<file path="config.mk">
export PLATFORM = sky130hd
export DESIGN_NAME = trl_div
export DESIGN_NICKNAME = d
export VERILOG_FILES = /design/src/trl_pkg.sv /design/src/trl_div.sv
export SDC_FILE = /design/constraint.sdc
export NUM_CORES = 1
export LEC_CHECK = 0
export ABC_CLOCK_PERIOD_IN_PS = 2700
export CAP_MARGIN = 40
export CORE_MARGIN = 5
export CORE_UTILIZATION = 40
export DETAILED_ROUTE_END_ITERATION = 6
export DONT_BUFFER_PORTS = 1
export GPL_TIMING_DRIVEN = 0
export PLACE_DENSITY_LB_ADDON = 0.1
export REMOVE_ABC_BUFFERS = 1
export SYNTH_ARGS = -nofsm -noshare
export SYNTH_HDL_FRONTEND = slang
export SYNTH_SLANG_ARGS = --single-unit
</file>
<file path="constraint.sdc">
create_clock -name i_clk -period 2.7 [get_ports i_clk]
set_input_delay 0.54 -clock i_clk [delete_from_list [all_inputs] [get_ports i_clk]]
set_output_delay 0.54 -clock i_clk [all_outputs]
set_load 0.1 [all_outputs]
</file>
<file path="src/trl_pkg.sv">
// ----------------------------------------------------------------------------
// trl_pkg
// Shared types and constants of the timestamped reading ring log: field
// widths, command codes, controller states and the divider handshake.
// ----------------------------------------------------------------------------
package trl_pkg;

    // Field widths
    localparam int VALUE_W    = 32;
    localparam int TIME_W     = 32;
    localparam int DELTA_W    = 16;
    localparam int OFFSET_W   = 8;
    localparam int COUNT_W    = 9;
    localparam int INTERVAL_W = 16;
    localparam int RECORD_W   = VALUE_W + DELTA_W;

    // Default log depth
    localparam int DEPTH_DEF = 256;

    // Divider widths: dividend is 2*elapsed + interval, divisor is 2*interval
    localparam int DIVD_W = TIME_W + 2;
    localparam int DIVS_W = INTERVAL_W + 1;
    localparam int STEP_W = $clog2(DIVD_W);

    // Command codes
    localparam logic CMD_ADD  = 1'b0;
    localparam logic CMD_READ = 1'b1;

    // Controller states
    typedef enum logic [2:0] {
        ST_IDLE,
        ST_DIV,
        ST_WRITE,
        ST_RD_ADDR,
        ST_RD_DATA
    } t_state;

    // Divider request and response
    typedef struct packed {
        logic              start;
        logic [DIVD_W-1:0] dividend;
        logic [DIVS_W-1:0] divisor;
    } t_div_req;

    typedef struct packed {
        logic               done;
        logic [DELTA_W-1:0] quotient;
    } t_div_rsp;

endpackage

</file>
<file path="src/trl_div.sv">
// ----------------------------------------------------------------------------
// trl_div
// Bit-serial restoring divider for the rounded time delta. One quotient bit
// per cycle; the quotient is saturated to the delta width.
// ----------------------------------------------------------------------------
module trl_div
    import trl_pkg::*;
(
    input  logic     i_clk,
    input  logic     i_rst_n,
    input  t_div_req i_req,
    output t_div_rsp o_rsp
);

    logic              r_busy;
    logic              r_done;
    logic [STEP_W-1:0] r_step;
    logic [DIVS_W-1:0] r_rem;
    logic [DIVD_W-1:0] r_quo;
    logic [DIVS_W-1:0] r_div;

    logic [DIVS_W:0]   trial;
    logic [DIVS_W:0]   diff;
    logic              ge;
    logic [DIVS_W-1:0] n_rem;

    // Trial subtract of the next dividend bit
    always_comb begin
        trial = {r_rem, r_quo[DIVD_W-1]};
        diff  = trial - {1'b0, r_div};
        ge    = (trial >= {1'b0, r_div});
        n_rem = ge ? diff[DIVS_W-1:0] : trial[DIVS_W-1:0];
    end

    // Control: step counter and done pulse
    always_ff @(posedge i_clk) begin
        if (!i_rst_n) begin
            r_busy <= 1'b0;
            r_done <= 1'b0;
            r_step <= '0;
        end else begin
            r_done <= 1'b0;
            if (i_req.start) begin
                r_busy <= 1'b1;
                r_step <= '0;
            end else if (r_busy) begin
                if (r_step == STEP_W'(DIVD_W - 1)) begin
                    r_busy <= 1'b0;
                    r_done <= 1'b1;
                end else begin
                    r_step <= r_step + 1'b1;
                end
            end
        end
    end

    // Datapath: shift dividend out, quotient bits in
    always_ff @(posedge i_clk) begin
        if (i_req.start) begin
            r_quo <= i_req.dividend;
            r_rem <= '0;
            r_div <= i_req.divisor;
        end else if (r_busy) begin
            r_quo <= {r_quo[DIVD_W-2:0], ge};
            r_rem <= n_rem;
        end
    end

    // Saturate the quotient
    assign o_rsp = '{
        done:     r_done,
        quotient: (|r_quo[DIVD_W-1:DELTA_W]) ? {DELTA_W{1'b1}} : r_quo[DELTA_W-1:0]
    };

endmodule

</file>
### After elaboration in Yosys (flattened, before gate mapping)

Cells that the tools add are included.

* add/subtract/negate cells: 2
* $mul: 0
* div/mod/pow operators: 0
* $lt $le $gt $ge: 1
* equality and inequality tests: 1
* shift operators: 0
* multiplexer cells: 8
* bitwise gates (word level): 3
* reduce and logical (&&, ||, !) cells: 5

Operator list (number)
* two-way mux 34 bit: 2
* greater-or-equal comparator 18 x 17 -> 1 bit: 1
* OR reduction 18 bit: 1
* two-way mux 17 bit: 1
* subtractor 17 bit: 1
* two-way mux 16 bit: 1
* adder 6 x 1 -> 6 bit, second input constant: 1
* == test 6 bit, second input constant: 1
* two-way mux 1 bit: 4
* inverter 1 bit: 3
* OR reduction 3 bit: 1
* AND reduction 2 bit: 1
* nonzero test 2 bit: 1
* OR reduction 2 bit: 1

* register bits after elaboration: 76
* bits in latches: 0
* RAM bits: 0
* bits in read-only memories: 0
* bits of input ports: 54
* output and inout port bits: 17
* logic and storage cells: 26
* memories: 0

### Longest topological paths before layout

* word-level depth: 4
* mapped depth: 11
* gate-level depth less buffers: 10

### Least setup slack after synthesis

No wires, ideal clock.

* kind: flip-flop to output port
* start: register r_quo[30]
* end: output o_rsp[5] (netlist name)
* data arrival time: 2.108 ns
* data required time: 2.160 ns
* slack: 0.052 ns
* cell stages (with the launch flop): 5
* buffers on the path: 1
* cells stage by stage: edfxtp_1 > or4_1 > nor4_4 > clkbuf_1 > or2b_1

RTL lines
* start, declared: RTL line trl_div.sv:19 `logic [DIVD_W-1:0] r_quo;`
* start signal, assigned: RTL line trl_div.sv:60 `r_quo <= i_req.dividend;`
* start signal, assigned: RTL line trl_div.sv:64 `r_quo <= {r_quo[DIVD_W-2:0], ge};`
* end, declared: RTL line trl_div.sv:12 `output t_div_rsp o_rsp`

==> key figures <==
Status
  • Outcome: complete, but fails checks
  • Failing checks: negative setup slack

STA
  • PnR worst setup slack: -77.9 ps
  • Max-slew headroom: 0.474
  • RSZ-0062 raised after global routing: yes
  • WHS: 241 ps
  • Fin. Hold Viols: 0
  • Final clock skew: 11.6 ps
  • Final Slew Violations: 0
  • Slew @ Worst Pin: 786 ps
  • Highest clock rate: 360 MHz
  • Setup violations, final: 7
  • Post-route minimum period: 2780 ps
  • Final cycle utilization of the critical path: 1.03

Setup path
  • Worst Path Buf+Inv: 2
  • CP max FO: 4
  • Worst setup path endpoint: o_rsp[0]
  • Critical R2R Capture: r_rem[2]
  • Crit end category: output pin
  • Origin of the critical flop-to-flop path: r_quo[33]
  • Crit path depth: 6
  • CP startpoint: r_quo[19]
  • Cells along the critical path: nor4_2 > nand3_1 > nor4_4 > buf_4 > or2b_1 > clkbuf_16
  • Slowest CP cell: edfxtp_1
  • Startpoint type of the worst setup path: flop
  • CP top delay family: simple AND/OR/NAND/NOR gates
  • Worst Path Arrival: 2240 ps
  • R2r setup slk: 150 ps
  • Kind of critical path: flop to output pin
  • FF-to-FF path depth: 11
  • CP Data Required Time: 2160 ps
  • Slowest cell delay on critical path: 420 ps

Power and ir drop
  • Pwr/cell area: 578 nW/µm²
  • Sw power: 0.000842 W
  • Leakage power total: 1.84 nW
  • Internal Pwr Total: 0.00197 W
  • Clock group share of total power: 0.305
  • Flop pwr share: 0.506
  • Logic pwr share: 0.189
  • VDD IR-drop max: 343 µV
  • Switching part of the total power: 0.300

Drt
  • Via/cell ratio: 5.39
  • DR iter-0 viols: 132
  • Via count: 2908
  • DRT Pass-1 Iters: 4
  • Routed Antenna Nets: 0
  • Final WL: 9.09 mm
  • Drt drc: 0
  • WL/cell: 16.8 µm

Yosys
  • Post-synthesis cell area: 4160 µm²
  • Netlist cell types: 54
  • Ys Warns: 0
  • Synth area leader: edfxtp_1
  • Post-synthesis sequential area ratio: 0.489
  • Syn Inst Count: 375
  • Top cells by area, synth: edfxtp_1, dfxtp_1, mux2_2
  • Number of synthesized flops with an enable pin: 51
  • Synth Register Bits: 76
  • Post-synth ARST share: 0
  • Ys flop type: edfxtp_1
  • Share of the synthesized area in the top cell type: 0.368
  • Syn Area/Cell: 11.1 µm²

Floorplan
  • DIE WIDTH: 112 µm
  • Io pins: 71
  • Core ar.: 10200 µm²
  • Full die area: 12500 µm²
  • Initial Utilization: 0.406
  • Die Ht: 112 µm
  • FP Rows: 37

Global routing
  • Initial antenna violation count: 2
  • Global Route Usage Sum: 0.151
  • Vias in the first global route: 3107
  • Grt ovf: 0
  • Largest net degree at the start of global routing: 69
  • First-pass GRT wire length: 15.2 mm

Clock tree
  • Root Buffer: clkbuf_8
  • CTS tree: built
  • TritonCTS Buffers: 9
  • Clock-pin slew on the worst setup and hold paths: 90 ps
  • Clk_lat worst skew: 370 ps
  • H-tree Lvls: 3
  • CTS Sinks: 76
  • Max Buffers Root-to-Sink: 2

Placement
  • Pre-CTS setup slack: -268 ps
  • Port bufs: 0
  • RD Place Congestion: 0.817
  • DP HPWL: 6.21 mm

Cells and area
  • Fillers: 938
  • Final net count: 472
  • Area grow syn2layout: 17.0%
  • Layout cells sized above 1: 0.226

Worst hold path
  • Hold/Removal Path Class: input pin to flop

Flow run
  • Max_cap viols: 0
[metal layers]
layer  track usage  part of all wire
met5             0            0.0014
met4        0.0361            0.0099
met3        0.0837             0.081
met2         0.238              0.46
met1         0.180              0.44
[cell usage after synthesis (2+ instances only)]
master    number
a211o_1        2
a211oi_1      11
a21o_1         4
a21oi_1       18
a21oi_2        2
a311oi_1       3
a31oi_1        3
and3_1         6
buf_4          2
buf_6          3
clkbuf_1      10
clkinv_1       2
dfxtp_1       25
edfxtp_1      51
ha_1          19
inv_1         22
mux2_2        34
mux2i_1        7
nand2_1       24
nand2b_1      13
nand3_1        8
nand4_1        8
nor2_1        24
nor3_1         2
nor4_1         5
o211ai_1       2
o21a_1         3
o21ai_0       12
o21ai_1        2
o221ai_1       2
o311ai_1       2
or2b_1         7
or3_1          4
xnor2_1        6
xor2_1         8
[state kept, by name, summed over array words and instances (netlist names)]
signal  count
r_done      1
r_step      6
r_div      17
r_quo      34
r_busy      1
r_rem      17
[cells in the final DEF, fill, tap and decap left out, drive strengths merged, types with 2 or more instances in the layout]
cell and instances:
edfxtp 51, mux2 34, inv 27, buf 27
dfxtp 25, nor2 24, nand2 24, a21oi 20
ha 19, o21ai 14, nand2b 13, a211oi 11
clkbuf 10, nand3 8, nand4 8, xor2 8
or2b 7, mux2i 7, and3 6, xnor2 6
nor4 6, or3 4, a21o 4, o21a 3
a31oi 3, a311oi 3, nor3 3, o211ai 2
a211o 2, clkinv 2, o311ai 2, o221ai 2
clkinvlp 2
[cells by family after synthesis]
family	Yosys count	share of synthesized area
AND/OR/NAND/NOR	107	0.139
AO/OA/AOI/OAI	77	0.128
flip-flops	76	0.489
multiplexers	41	0.109
buffers and inverters	40	0.0436
adder cells (fa/ha/maj)	20	0.0620
XOR/XNOR	14	0.0295
[worst min path at each step]
stage / endpoint / slack [ps] / startpoint / cells after the start
floorplan: r_done / 440 / r_step[5] / 2
global placement: r_done / 460 / r_step[5] / 2
detailed placement: r_done / 460 / r_step[5] / 2
CTS: r_rem[10] / 220 / i_req[51] / 1
global route: r_rem[1] / 210 / i_req[51] / 1
finish: r_rem[1] / 240 / i_req[51] / 1
[power by group through the flow]
stage          logic [W]  registers (W)  clock network (W)
2_1_floorplan   0.000394        0.00143                  0
3_3_place_gp    0.000478        0.00145                  0
3_5_place_dp    0.000505        0.00145                  0
4_1_cts         0.000526        0.00142           0.000904
5_1_grt         0.000595        0.00144           0.000954
6_report        0.000530        0.00142           0.000857
[stage by stage]
| stage | utilization | cells | TNS, ps | total power (W) | cell area (µm²) |
|---|---|---|---|---|---|
| 2_1_floorplan | - | 359 | 0 | 0.00182 | 4070 |
| 3_3_place_gp | 0.414 | 495 | -32560 | 0.00193 | 4240 |
| 3_5_place_dp | 0.447 | 514 | -1180 | 0.00195 | 4570 |
| 4_1_cts | 0.474 | 537 | -356 | 0.00285 | 4850 |
| 5_1_grt | 0.475 | 540 | -1990 | 0.00299 | 4860 |
| 6_report | 0.475 | 540 | -300 | 0.00281 | 4860 |
[area by class of cell]
type / count / area [µm²] / area share
inverters: 24 / 90.1 / 0.0185
clock inverters: 7 / 66.3 / 0.0136
diodes: 1 / 2.50 / 0.000515
multi-input cells: 259 / 1970 / 0.406
flip-flops and latches: 76 / 2030 / 0.418
well taps: 136 / 170 / 0.0350
repair buffers: 28 / 404 / 0.0831
clock buffers: 9 / 124 / 0.0255
[timing repair]
action / CTS / global route
endpoints found under the setup margin: 33 / 18
pin swaps: 2 / 3
hold endpoints to repair: 0 / 0
buffers inserted: 7 / 2
resized for setup: 7 / 1
hold buffers: 0 / 0
No activity file was read; power rests on OpenSTA's default activity.
